==> src/hw/rtl/ptd_pkg.sv <==
// ptd_pkg: shared types and constants for the periodic task dispatcher
// no dependencies
package ptd_pkg;

    typedef enum logic [3:0] {
        OP_STEP       = 4'd0,
        OP_TICK       = 4'd1,
        OP_REGISTER   = 4'd2,
        OP_UNREGISTER = 4'd3,
        OP_PAUSE      = 4'd4,
        OP_RESUME     = 4'd5,
        OP_SLEEP      = 4'd6,
        OP_WAKE       = 4'd7,
        OP_QUERY      = 4'd8,
        OP_SEND       = 4'd9
    } opcode_t;

    typedef enum logic [1:0] {
        ST_IDLE,
        ST_READ,
        ST_EXEC,
        ST_SEARCH
    } state_t;

    localparam logic [7:0] RUNS_UNLIMITED = 8'hFF;

    // controller -> datapath
    typedef struct packed {
        logic load;    // capture command fields
        logic read;    // read slot table entry
        logic exec;    // apply the operation, build result
        logic search;  // scan one slot
        logic finish;  // present result
    } ptd_cmd_t;

    // datapath -> controller
    typedef struct packed {
        logic need_search;
        logic search_done;
    } ptd_stat_t;

endpackage

==> src/hw/rtl/ptd_ctrl.sv <==
// ptd_ctrl: sequencing state machine for the dispatcher
// depends on ptd_pkg
module ptd_ctrl (
    input  logic               clk,
    input  logic               rst_n,
    input  logic               start,
    input  ptd_pkg::ptd_stat_t stat,
    output ptd_pkg::ptd_cmd_t  cmd,
    output logic               busy
);
    import ptd_pkg::*;

    state_t state_reg;
    state_t state_next;

    always_ff @(posedge clk or negedge rst_n)
    begin
        if (!rst_n)
        begin
            state_reg <= ST_IDLE;
        end
        else
        begin
            state_reg <= state_next;
        end
    end

    always_comb
    begin
        state_next = state_reg;
        cmd        = '0;
        busy       = 1'b1;
        case (state_reg)
            ST_IDLE:
            begin
                busy = 1'b0;
                if (start)
                begin
                    cmd.load   = 1'b1;
                    state_next = ST_READ;
                end
            end
            ST_READ:
            begin
                cmd.read   = 1'b1;
                state_next = ST_EXEC;
            end
            ST_EXEC:
            begin
                cmd.exec = 1'b1;
                if (stat.need_search)
                begin
                    state_next = ST_SEARCH;
                end
                else
                begin
                    cmd.finish = 1'b1;
                    state_next = ST_IDLE;
                end
            end
            ST_SEARCH:
            begin
                cmd.search = 1'b1;
                if (stat.search_done)
                begin
                    cmd.finish = 1'b1;
                    state_next = ST_IDLE;
                end
            end
            default:
            begin
                state_next = ST_IDLE;
            end
        endcase
    end

endmodule

==> src/hw/rtl/ptd_datapath.sv <==
// ptd_datapath: slot table, message queue and result registers
// depends on ptd_pkg
module ptd_datapath #(
    parameter int TASK_SLOTS = 16,
    parameter int MSG_DEPTH  = 8
) (
    input  logic               clk,
    input  logic               rst_n,
    input  ptd_pkg::ptd_cmd_t  cmd,
    output ptd_pkg::ptd_stat_t stat,
    input  logic [3:0]         opcode,
    input  logic [3:0]         slot,
    input  logic [7:0]         task_uid,
    input  logic [15:0]        period,
    input  logic [7:0]         run_limit,
    input  logic [15:0]        sleep_ticks,
    input  logic [15:0]        msg_value,
    output logic               done,
    output logic               dispatched,
    output logic [3:0]         task_slot,
    output logic               msg_valid,
    output logic [15:0]        msg_out,
    output logic               failed,
    output logic               sleeping
);
    import ptd_pkg::*;

    localparam int SW = (TASK_SLOTS > 1) ? $clog2(TASK_SLOTS) : 1;
    localparam int QW = (MSG_DEPTH > 1) ? $clog2(MSG_DEPTH) : 1;
    localparam int TW = $clog2(TASK_SLOTS + 1);
    localparam int FW = $clog2(MSG_DEPTH + 1);

    // per-slot control bits
    logic [TASK_SLOTS-1:0] occ_reg;
    logic [TASK_SLOTS-1:0] en_reg;
    logic [7:0]            uid_reg [TASK_SLOTS];
    // table memories
    logic [15:0] per_mem   [TASK_SLOTS];
    logic [15:0] cnt_mem   [TASK_SLOTS];
    logic [7:0]  runs_mem  [TASK_SLOTS];
    logic [15:0] sleep_mem [TASK_SLOTS];
    logic [SW-1:0] qdest_mem [MSG_DEPTH];
    logic [15:0]   qval_mem  [MSG_DEPTH];

    logic [TW-1:0] total_reg;
    logic [SW-1:0] cur_reg;
    logic          tick_reg;
    logic [QW-1:0] qrd_reg;
    logic [QW-1:0] qwr_reg;
    logic [FW-1:0] qfill_reg;

    // captured transaction
    logic [3:0]  op_reg;
    logic [3:0]  slot_reg;
    logic [7:0]  uidin_reg;
    logic [15:0] perin_reg;
    logic [7:0]  limin_reg;
    logic [15:0] slpin_reg;
    logic [15:0] mval_reg;

    // read data
    logic [SW-1:0] tgt_reg;
    logic [15:0]   rd_per_reg;
    logic [15:0]   rd_cnt_reg;
    logic [7:0]    rd_runs_reg;
    logic [15:0]   rd_sleep_reg;
    logic [SW-1:0] rd_qdest_reg;
    logic [15:0]   rd_qval_reg;

    // search
    logic [SW-1:0] scan_reg;
    logic [TW-1:0] steps_reg;

    logic        done_reg;
    logic        disp_reg;
    logic [3:0]  tslot_reg;
    logic        mv_reg;
    logic [15:0] msg_reg;
    logic        fail_reg;
    logic        slp_reg;

    // lowest free slot, lowest uid match
    logic [SW-1:0] free_idx;
    logic          free_any;
    logic [SW-1:0] match_idx;
    logic          match_any;
    logic          slot_ok;
    logic [SW-1:0] slot_idx;
    logic [SW-1:0] scan_nxt;

    always_comb
    begin
        free_idx  = '0;
        free_any  = 1'b0;
        match_idx = '0;
        match_any = 1'b0;
        for (int i = TASK_SLOTS - 1; i >= 0; i--)
        begin
            if (!occ_reg[i])
            begin
                free_idx = SW'(i);
                free_any = 1'b1;
            end
            if (occ_reg[i] && uid_reg[i] == uidin_reg)
            begin
                match_idx = SW'(i);
                match_any = 1'b1;
            end
        end
    end

    assign slot_ok  = ({28'd0, slot_reg} < 32'(TASK_SLOTS)) && occ_reg[slot_idx];
    assign slot_idx = SW'(slot_reg);
    assign scan_nxt = (32'(scan_reg) == TASK_SLOTS - 1) ? '0 : scan_reg + SW'(1);

    // step decision on read data
    logic step_occ, step_due, pop;
    logic [7:0] runs_dec;
    assign step_occ = occ_reg[tgt_reg];
    assign step_due = rd_runs_reg != 8'd0 && rd_cnt_reg == 16'd0 && rd_sleep_reg == 16'd0;
    assign pop      = en_reg[tgt_reg] && qfill_reg != '0 && rd_qdest_reg == tgt_reg;
    assign runs_dec = rd_runs_reg - 8'd1;

    assign stat.need_search = op_reg == OP_STEP && total_reg != '0;
    assign stat.search_done = occ_reg[scan_reg] || 32'(steps_reg) >= TASK_SLOTS - 1;

    always_ff @(posedge clk or negedge rst_n)
    begin
        if (!rst_n)
        begin
            occ_reg   <= '0;
            en_reg    <= '0;
            for (int i = 0; i < TASK_SLOTS; i++)
            begin
                uid_reg[i] <= '0;
            end
            total_reg <= '0;
            cur_reg   <= '0;
            tick_reg  <= 1'b0;
            qrd_reg   <= '0;
            qwr_reg   <= '0;
            qfill_reg <= '0;
            done_reg  <= 1'b0;
        end
        else
        begin
            done_reg <= cmd.finish;
            if (cmd.exec)
            begin
                case (op_reg)
                    OP_STEP:
                    begin
                        if (total_reg != '0 && step_occ)
                        begin
                            if (step_due)
                            begin
                                if (pop)
                                begin
                                    qrd_reg   <= (32'(qrd_reg) == MSG_DEPTH - 1) ? '0
                                                 : qrd_reg + QW'(1);
                                    qfill_reg <= qfill_reg - FW'(1);
                                end
                                if (rd_runs_reg != RUNS_UNLIMITED && runs_dec == 8'd0)
                                begin
                                    occ_reg[tgt_reg] <= 1'b0;
                                    en_reg[tgt_reg]  <= 1'b0;
                                    total_reg        <= total_reg - TW'(1);
                                end
                            end
                            else if (tick_reg)
                            begin
                                tick_reg <= 1'b0;
                            end
                        end
                    end
                    OP_TICK:
                    begin
                        tick_reg <= 1'b1;
                    end
                    OP_REGISTER:
                    begin
                        if (free_any)
                        begin
                            occ_reg[free_idx] <= 1'b1;
                            en_reg[free_idx]  <= 1'b1;
                            uid_reg[free_idx] <= uidin_reg;
                            total_reg         <= total_reg + TW'(1);
                        end
                    end
                    OP_UNREGISTER:
                    begin
                        if (slot_ok)
                        begin
                            occ_reg[slot_idx] <= 1'b0;
                            en_reg[slot_idx]  <= 1'b0;
                            total_reg         <= total_reg - TW'(1);
                        end
                    end
                    OP_PAUSE:
                    begin
                        if (slot_ok)
                        begin
                            en_reg[slot_idx] <= 1'b0;
                        end
                    end
                    OP_RESUME:
                    begin
                        if (slot_ok)
                        begin
                            en_reg[slot_idx] <= 1'b1;
                        end
                    end
                    OP_SEND:
                    begin
                        if (uidin_reg != 8'd0 && 32'(qfill_reg) < MSG_DEPTH && match_any)
                        begin
                            qwr_reg   <= (32'(qwr_reg) == MSG_DEPTH - 1) ? '0
                                         : qwr_reg + QW'(1);
                            qfill_reg <= qfill_reg + FW'(1);
                        end
                    end
                    default:
                    begin
                    end
                endcase
            end
            // a scan that finds no occupied slot returns the round-robin position to slot 0
            if (cmd.search && stat.search_done)
            begin
                cur_reg <= occ_reg[scan_reg] ? scan_reg : '0;
            end
        end
    end

    // memories and payload
    always_ff @(posedge clk)
    begin
        if (cmd.load)
        begin
            op_reg    <= opcode;
            slot_reg  <= slot;
            uidin_reg <= task_uid;
            perin_reg <= period;
            limin_reg <= run_limit;
            slpin_reg <= sleep_ticks;
            mval_reg  <= msg_value;
        end
        if (cmd.read)
        begin
            tgt_reg      <= (op_reg == OP_STEP) ? cur_reg : slot_idx;
            rd_per_reg   <= per_mem[(op_reg == OP_STEP) ? cur_reg : slot_idx];
            rd_cnt_reg   <= cnt_mem[(op_reg == OP_STEP) ? cur_reg : slot_idx];
            rd_runs_reg  <= runs_mem[(op_reg == OP_STEP) ? cur_reg : slot_idx];
            rd_sleep_reg <= sleep_mem[(op_reg == OP_STEP) ? cur_reg : slot_idx];
            rd_qdest_reg <= qdest_mem[qrd_reg];
            rd_qval_reg  <= qval_mem[qrd_reg];
        end
        if (cmd.exec)
        begin
            disp_reg  <= 1'b0;
            tslot_reg <= 4'd0;
            mv_reg    <= 1'b0;
            msg_reg   <= 16'd0;
            fail_reg  <= 1'b0;
            slp_reg   <= 1'b0;
            scan_reg  <= (32'(tgt_reg) == TASK_SLOTS - 1) ? '0 : tgt_reg + SW'(1);
            steps_reg <= '0;
            case (op_reg)
                OP_STEP:
                begin
                    if (total_reg != '0 && step_occ)
                    begin
                        if (step_due)
                        begin
                            if (en_reg[tgt_reg])
                            begin
                                disp_reg  <= 1'b1;
                                tslot_reg <= 4'(tgt_reg);
                                if (pop)
                                begin
                                    mv_reg  <= 1'b1;
                                    msg_reg <= rd_qval_reg;
                                end
                            end
                            if (rd_runs_reg != RUNS_UNLIMITED)
                            begin
                                runs_mem[tgt_reg] <= runs_dec;
                            end
                            cnt_mem[tgt_reg] <= rd_per_reg;
                        end
                        else if (tick_reg)
                        begin
                            if (rd_sleep_reg != 16'd0)
                            begin
                                sleep_mem[tgt_reg] <= rd_sleep_reg - 16'd1;
                            end
                            if (rd_cnt_reg != 16'd0)
                            begin
                                cnt_mem[tgt_reg] <= rd_cnt_reg - 16'd1;
                            end
                        end
                    end
                end
                OP_REGISTER:
                begin
                    if (free_any)
                    begin
                        per_mem[free_idx]   <= perin_reg;
                        cnt_mem[free_idx]   <= perin_reg;
                        runs_mem[free_idx]  <= limin_reg;
                        sleep_mem[free_idx] <= 16'd0;
                        tslot_reg           <= 4'(free_idx);
                    end
                    else
                    begin
                        fail_reg <= 1'b1;
                    end
                end
                OP_UNREGISTER:
                begin
                    fail_reg <= !slot_ok;
                end
                OP_SLEEP:
                begin
                    if (slot_ok)
                    begin
                        sleep_mem[slot_idx] <= slpin_reg;
                    end
                end
                OP_WAKE:
                begin
                    if (slot_ok)
                    begin
                        sleep_mem[slot_idx] <= 16'd0;
                    end
                end
                OP_QUERY:
                begin
                    slp_reg <= slot_ok && rd_sleep_reg != 16'd0;
                end
                OP_SEND:
                begin
                    if (uidin_reg != 8'd0 && 32'(qfill_reg) < MSG_DEPTH && match_any)
                    begin
                        qdest_mem[qwr_reg] <= match_idx;
                        qval_mem[qwr_reg]  <= mval_reg;
                    end
                    else
                    begin
                        fail_reg <= 1'b1;
                    end
                end
                default:
                begin
                end
            endcase
        end
        if (cmd.search && !stat.search_done)
        begin
            scan_reg  <= scan_nxt;
            steps_reg <= steps_reg + TW'(1);
        end
    end

    assign done       = done_reg;
    assign dispatched = disp_reg;
    assign task_slot  = tslot_reg;
    assign msg_valid  = mv_reg;
    assign msg_out    = msg_reg;
    assign failed     = fail_reg;
    assign sleeping   = slp_reg;

endmodule

==> src/hw/rtl/periodic_task_dispatcher_unit.sv <==
// periodic_task_dispatcher_unit: top level, controller plus datapath
// depends on ptd_pkg, ptd_ctrl, ptd_datapath
//
// usage: raise start with opcode and operands while busy is low; the command
// is taken at that edge and busy rises the next cycle. every command returns
// exactly one result, shown for one cycle with done high: dispatched,
// task_slot, msg_valid, msg_out, failed, sleeping.
// all commands but step go through read, execute and result, as does a
// step on an empty table. a step on a non-empty table also scans forward
// one slot a cycle to find the next occupied slot before the result.
// one command at a time; busy falls in the cycle that done is shown.
// reset clears the slot occupancy, enables, user ids, queue pointers,
// tick flag and round-robin position; table payload needs no clearing.
// the receiver cannot stall: done is a one-cycle strobe.
module periodic_task_dispatcher_unit #(
    parameter int TASK_SLOTS = 16,
    parameter int MSG_DEPTH  = 8
) (
    input  logic        clk,
    input  logic        rst_n,
    input  logic        start,
    output logic        busy,
    input  logic [3:0]  opcode,
    input  logic [3:0]  slot,
    input  logic [7:0]  task_uid,
    input  logic [15:0] period,
    input  logic [7:0]  run_limit,
    input  logic [15:0] sleep_ticks,
    input  logic [15:0] msg_value,
    output logic        done,
    output logic        dispatched,
    output logic [3:0]  task_slot,
    output logic        msg_valid,
    output logic [15:0] msg_out,
    output logic        failed,
    output logic        sleeping
);
    import ptd_pkg::*;

    ptd_cmd_t  cmd;
    ptd_stat_t stat;

    ptd_ctrl u_ctrl (
        .clk   (clk),
        .rst_n (rst_n),
        .start (start),
        .stat  (stat),
        .cmd   (cmd),
        .busy  (busy)
    );

    ptd_datapath #(
        .TASK_SLOTS (TASK_SLOTS),
        .MSG_DEPTH  (MSG_DEPTH)
    ) u_dp (
        .clk         (clk),
        .rst_n       (rst_n),
        .cmd         (cmd),
        .stat        (stat),
        .opcode      (opcode),
        .slot        (slot),
        .task_uid    (task_uid),
        .period      (period),
        .run_limit   (run_limit),
        .sleep_ticks (sleep_ticks),
        .msg_value   (msg_value),
        .done        (done),
        .dispatched  (dispatched),
        .task_slot   (task_slot),
        .msg_valid   (msg_valid),
        .msg_out     (msg_out),
        .failed      (failed),
        .sleeping    (sleeping)
    );

    a_done_busy: assert property (@(posedge clk) disable iff (!rst_n)
        done |-> !busy)
        else $error("result shown while still busy");

    a_msg_disp: assert property (@(posedge clk) disable iff (!rst_n)
        done && msg_valid |-> dispatched)
        else $error("message delivered without dispatch");

    a_start_busy: assert property (@(posedge clk) disable iff (!rst_n)
        start && !busy |=> busy)
        else $error("command taken but busy not raised");

endmodule
==> config.mk <==
export PLATFORM = sky130hd
export DESIGN_NAME = periodic_task_dispatcher_unit
export DESIGN_NICKNAME = d
export VERILOG_FILES = /design/src/hw/rtl/ptd_pkg.sv /design/src/hw/rtl/ptd_ctrl.sv /design/src/hw/rtl/ptd_datapath.sv /design/src/hw/rtl/periodic_task_dispatcher_unit.sv
export SDC_FILE = /design/constraint.sdc
export NUM_CORES = 2
export LEC_CHECK = 0
export CAP_MARGIN = 20
export CORE_ASPECT_RATIO = 2
export CORE_MARGIN = 3
export CORE_UTILIZATION = 39
export DETAILED_ROUTE_END_ITERATION = 8
export DONT_BUFFER_PORTS = 1
export PLACE_DENSITY = 0.55
export SETUP_SLACK_MARGIN = 0.2
export SYNTH_ARGS = -nofsm -noshare
export SYNTH_HDL_FRONTEND = slang
export SYNTH_SLANG_ARGS = --single-unit
==> constraint.sdc <==
create_clock -name clk -period 11.66 [get_ports clk]
set_input_delay 2.915 -clock clk [delete_from_list [all_inputs] [get_ports clk]]
set_output_delay 2.915 -clock clk [all_outputs]
set_load 0.05 [all_outputs]
==> metrics <==
status=completed; layout cell share with drive strength beyond 1=0.132; hold buffer count at CTS=0; area delta synth->final=11.1%; Synth Register Bits=1424; worst min-delay path class=register to register; R2R Path End=u_dp.rd_cnt_reg[5]$_DFFE_PN_; Post-synth EDFFs=1241; final slew viol count=0; syn avg cell area=13.1 sq um; port bufs=0; gpl congestion=0.904; clk_lat worst skew=0.74 ns; Setup Skew=0.0211 ns; storage element area=0.0418 sq mm; Setup TNS=0 ns; Via-to-Cell Ratio=5.54; final hold violations=0; first-pass GRT wire length=245000 um; die height=559 um; critical path peak fanout=73; CTS buffer count=119; Post-Synthesis Cells=4564; post-cts gate resize count=0; Reg2Reg Setup Slack=6.39 ns; fill cell count=13722; leak pwr=22.7 nW; hold path depth=1; die area=0.158 sq mm; area of the multi-input gates=0.0168 sq mm; max-cap violations=0; measured slew at the worst slew-check pin=1.12 ns; core area=0.152 sq mm; distinct cell type count after synthesis=75; initial antenna violation count=17; Vias=36802; switching power=4.00 mW; Crit Path Class=register to register; Flop pwr share=0.501; FFs w/ async S/R, synth=0.129; DRC viols=0; die width=283 um; Cell Rows=202; CP max stage cell=mux2i_4; Hold Path Sink=u_dp.total_reg[4]$_DFFE_PN0P_; IO Count=101; combinational share of power=0.183; final hold slack=0.472 ns; syn nets=4662; highest clock rate=0.190 GHz; PD cells=196 mW/mm^2; largest net degree at the start of global routing=184; clock root buffer=clkbuf_16; maximum vdd drop=149 uV; final setup fails=0; RSZ-0062 raised after global routing=false; Worst R2R Path Depth=11; startpoint type of the worst setup path=register; aggregate routed wire length=167000 um; critical path, cell by cell=or2_2, nor3_2, buf_4, mux2i_4, buf_4, buf_4, buf_4, nand2_1, a311oi_1, a311oi_1, a31oi_1; DRT antenna net count=0; CTS tree=built; fin crit period=5.27 ns; post-CTS setup buffers=0; Synth Warn #=0; synthesized cell area=0.0597 sq mm; vias in the first global route=37122; Clk pin slew, worst setup/hold paths=0.08 ns; Clk pwr share=0.316; Tot GR Track Use=0.210; CP peak stage delay=0.81 ns; Worst R2R Start=u_dp.op_reg[2]$_DFFE_PP_; Seq/Total Area, Yosys=0.701; clock buffer depth=3; ys flop type=edfxtp_1; CP endpoint kind=register; Req. time, crit path=12.24 ns; final worst path period share=0.452; Sw Ratio=0.308; DP HPWL=106000 um; worst hold start=u_dp.total_reg[4]$_DFFE_PN0P_; htree depth=3; Wirelength per Cell=25.2 um; Crit path arrival time=5.85 ns; starting DRC count in detailed routing=2774; relative slew slack=0.250; CP most frequent cell=buf_4; internal power=9.02 mW; Starting Density=0.393; Largest regs=u_dp.cnt_mem x256, u_dp.per_mem x256, u_dp.sleep_mem x256; Final nets=4595; Sink Count=1424; GRT overflow=0; DR pass1 iterations=6
==> logic make-up (layout without fill, tap and decap cells) <==
| kind of cell | after synthesis | count (layout) | synth area share |
|---|---|---|---|
| AO/OA/AOI/OAI | 445 | 445 | 0.0497 |
| XOR/XNOR | 174 | 174 | 0.0255 |
| adder cells (fa/ha/maj) | 23 | 23 | 0.00507 |
| buffers and inverters | 338 | 375 | 0.0223 |
| flip-flops | 1424 | 1424 | 0.701 |
| multiplexers | 225 | 225 | 0.0530 |
| other | 0 | 3 | 0 |
| AND/OR/NAND/NOR | 1935 | 1935 | 0.144 |
==> layer usage <==
layer	vias up	routed length, um	track usage
met4	8	8830	0.101
met3	394	7540	0.0249
met5	-	59	0
met2	1172	92300	0.396
met1	18618	58400	0.230
li1	16610	-	-
==> power groups by stage <==
| stage | Sequential [mW] | Clock, mW | Combinational, mW |
|---|---|---|---|
| 5_1_grt | 6.55 | 4.38 | 2.60 |
| 3_3_place_gp | 6.63 | 0 | 2.39 |
| 2_1_floorplan | 6.51 | 0 | 1.47 |
| 3_5_place_dp | 6.63 | 0 | 2.41 |
| 4_1_cts | 6.52 | 4.20 | 2.41 |
| 6_report | 6.53 | 4.11 | 2.39 |
==> final cells by class <==
type / instances / share of cell area
flip-flops and latches: 1424 / 0.631
inverters: 41 / 0.00255
clock inverters: 79 / 0.0131
clock buffers: 146 / 0.0467
well taps: 2040 / 0.0385
repair buffers: 109 / 0.0142
diodes: 3 / 0.000113
multi-input cells: 2802 / 0.254
==> synthesized netlist by cell type, types with 5 or more instances <==
cell type	count	area, sq um
or3_1	10	62.6
nand2b_1	10	62.6
o21ai_1	13	65.1
mux2_2	160	1800
buf_1	19	71.3
o21ai_0	83	415
nor2b_1	13	81.3
and3_1	80	500
nand2_1	1044	3920
edfxtp_1	1241	37300
xnor2_1	147	1290
or4_1	5	37.5
a31oi_1	80	500
a21o_1	7	52.6
xor2_1	27	236
o22ai_1	6	37.5
dfrtp_1	183	4580
mux2i_1	8	80.1
a21oi_1	91	455
nor2_1	149	559
nor4_1	16	100
and2_1	7	43.8
ha_1	21	263
or2_2	9	56.3
clkbuf_1	239	897
nor3_1	41	205
a311oi_1	114	998
nor3b_1	5	37.5
mux4_2	57	1280
nand3_1	486	2430
nand4_1	25	156
nand3b_1	5	37.5
buf_2	36	180
a22o_1	8	70.1
nor3_2	6	60.1
inv_1	38	143
==> placed cells by master (no fill, tap or decap), drive strengths merged, types with 21 or more instances in the layout <==
cell type	Yosys	final
and3	80	80
nand3	487	487
mux2	160	160
xor2	27	27
clkinv	1	50
buf	57	109
nor3	47	47
ha	21	21
inv	40	47
nor2	153	153
nand4	26	26
o21ai	96	96
a21oi	91	91
xnor2	147	147
edfxtp	1241	1241
clkbuf	240	146
nand2	1044	1044
a31oi	80	80
a311oi	114	114
dfrtp	183	183
mux4	57	57
==> metrics by stage <==
| stage | cell area, sq um | worst slack, ns | total power, mW | util | instances |
|---|---|---|---|---|---|
| 4_1_cts | 66200 | 6.46 | 13.1 | 0.436 | 6635 |
| 6_report | 66300 | 6.39 | 13.0 | 0.437 | 6644 |
| 2_1_floorplan | 59700 | 5.21 | 7.99 | - | 4564 |
| 3_3_place_gp | 62200 | 6.57 | 9.02 | 0.409 | 6403 |
| 3_5_place_dp | 62300 | 6.47 | 9.03 | 0.410 | 6410 |
| 5_1_grt | 66300 | 6.06 | 13.5 | 0.437 | 6642 |
==> worst max-delay path by stage <==
stage	start	end	slack (ns)
after floorplan	start	u_dp.limin_reg[0]$_DFFE_PP_	5.21
after global placement	u_dp.op_reg[2]$_DFFE_PP_	u_dp.rd_cnt_reg[9]$_DFFE_PN_	6.57
after detailed placement	u_dp.op_reg[2]$_DFFE_PP_	u_dp.rd_cnt_reg[5]$_DFFE_PN_	6.47
after CTS	u_dp.op_reg[2]$_DFFE_PP_	u_dp.rd_cnt_reg[5]$_DFFE_PN_	6.46
after global routing	u_dp.op_reg[2]$_DFFE_PP_	u_dp.rd_cnt_reg[4]$_DFFE_PN_	6.06
final	u_dp.op_reg[2]$_DFFE_PP_	u_dp.rd_cnt_reg[5]$_DFFE_PN_	6.39
==> worst max-delay path: cells and delay by family (launching register included) <==
kind,cells,cell delay [ns]
AO/OA/AOI/OAI,3,0.67
AND/OR/NAND/NOR,3,0.60
buffers and inverters,4,2.40
flip-flops,1,0.50
multiplexers,1,0.81
No activity file was read; power rests on OpenSTA's default activity.
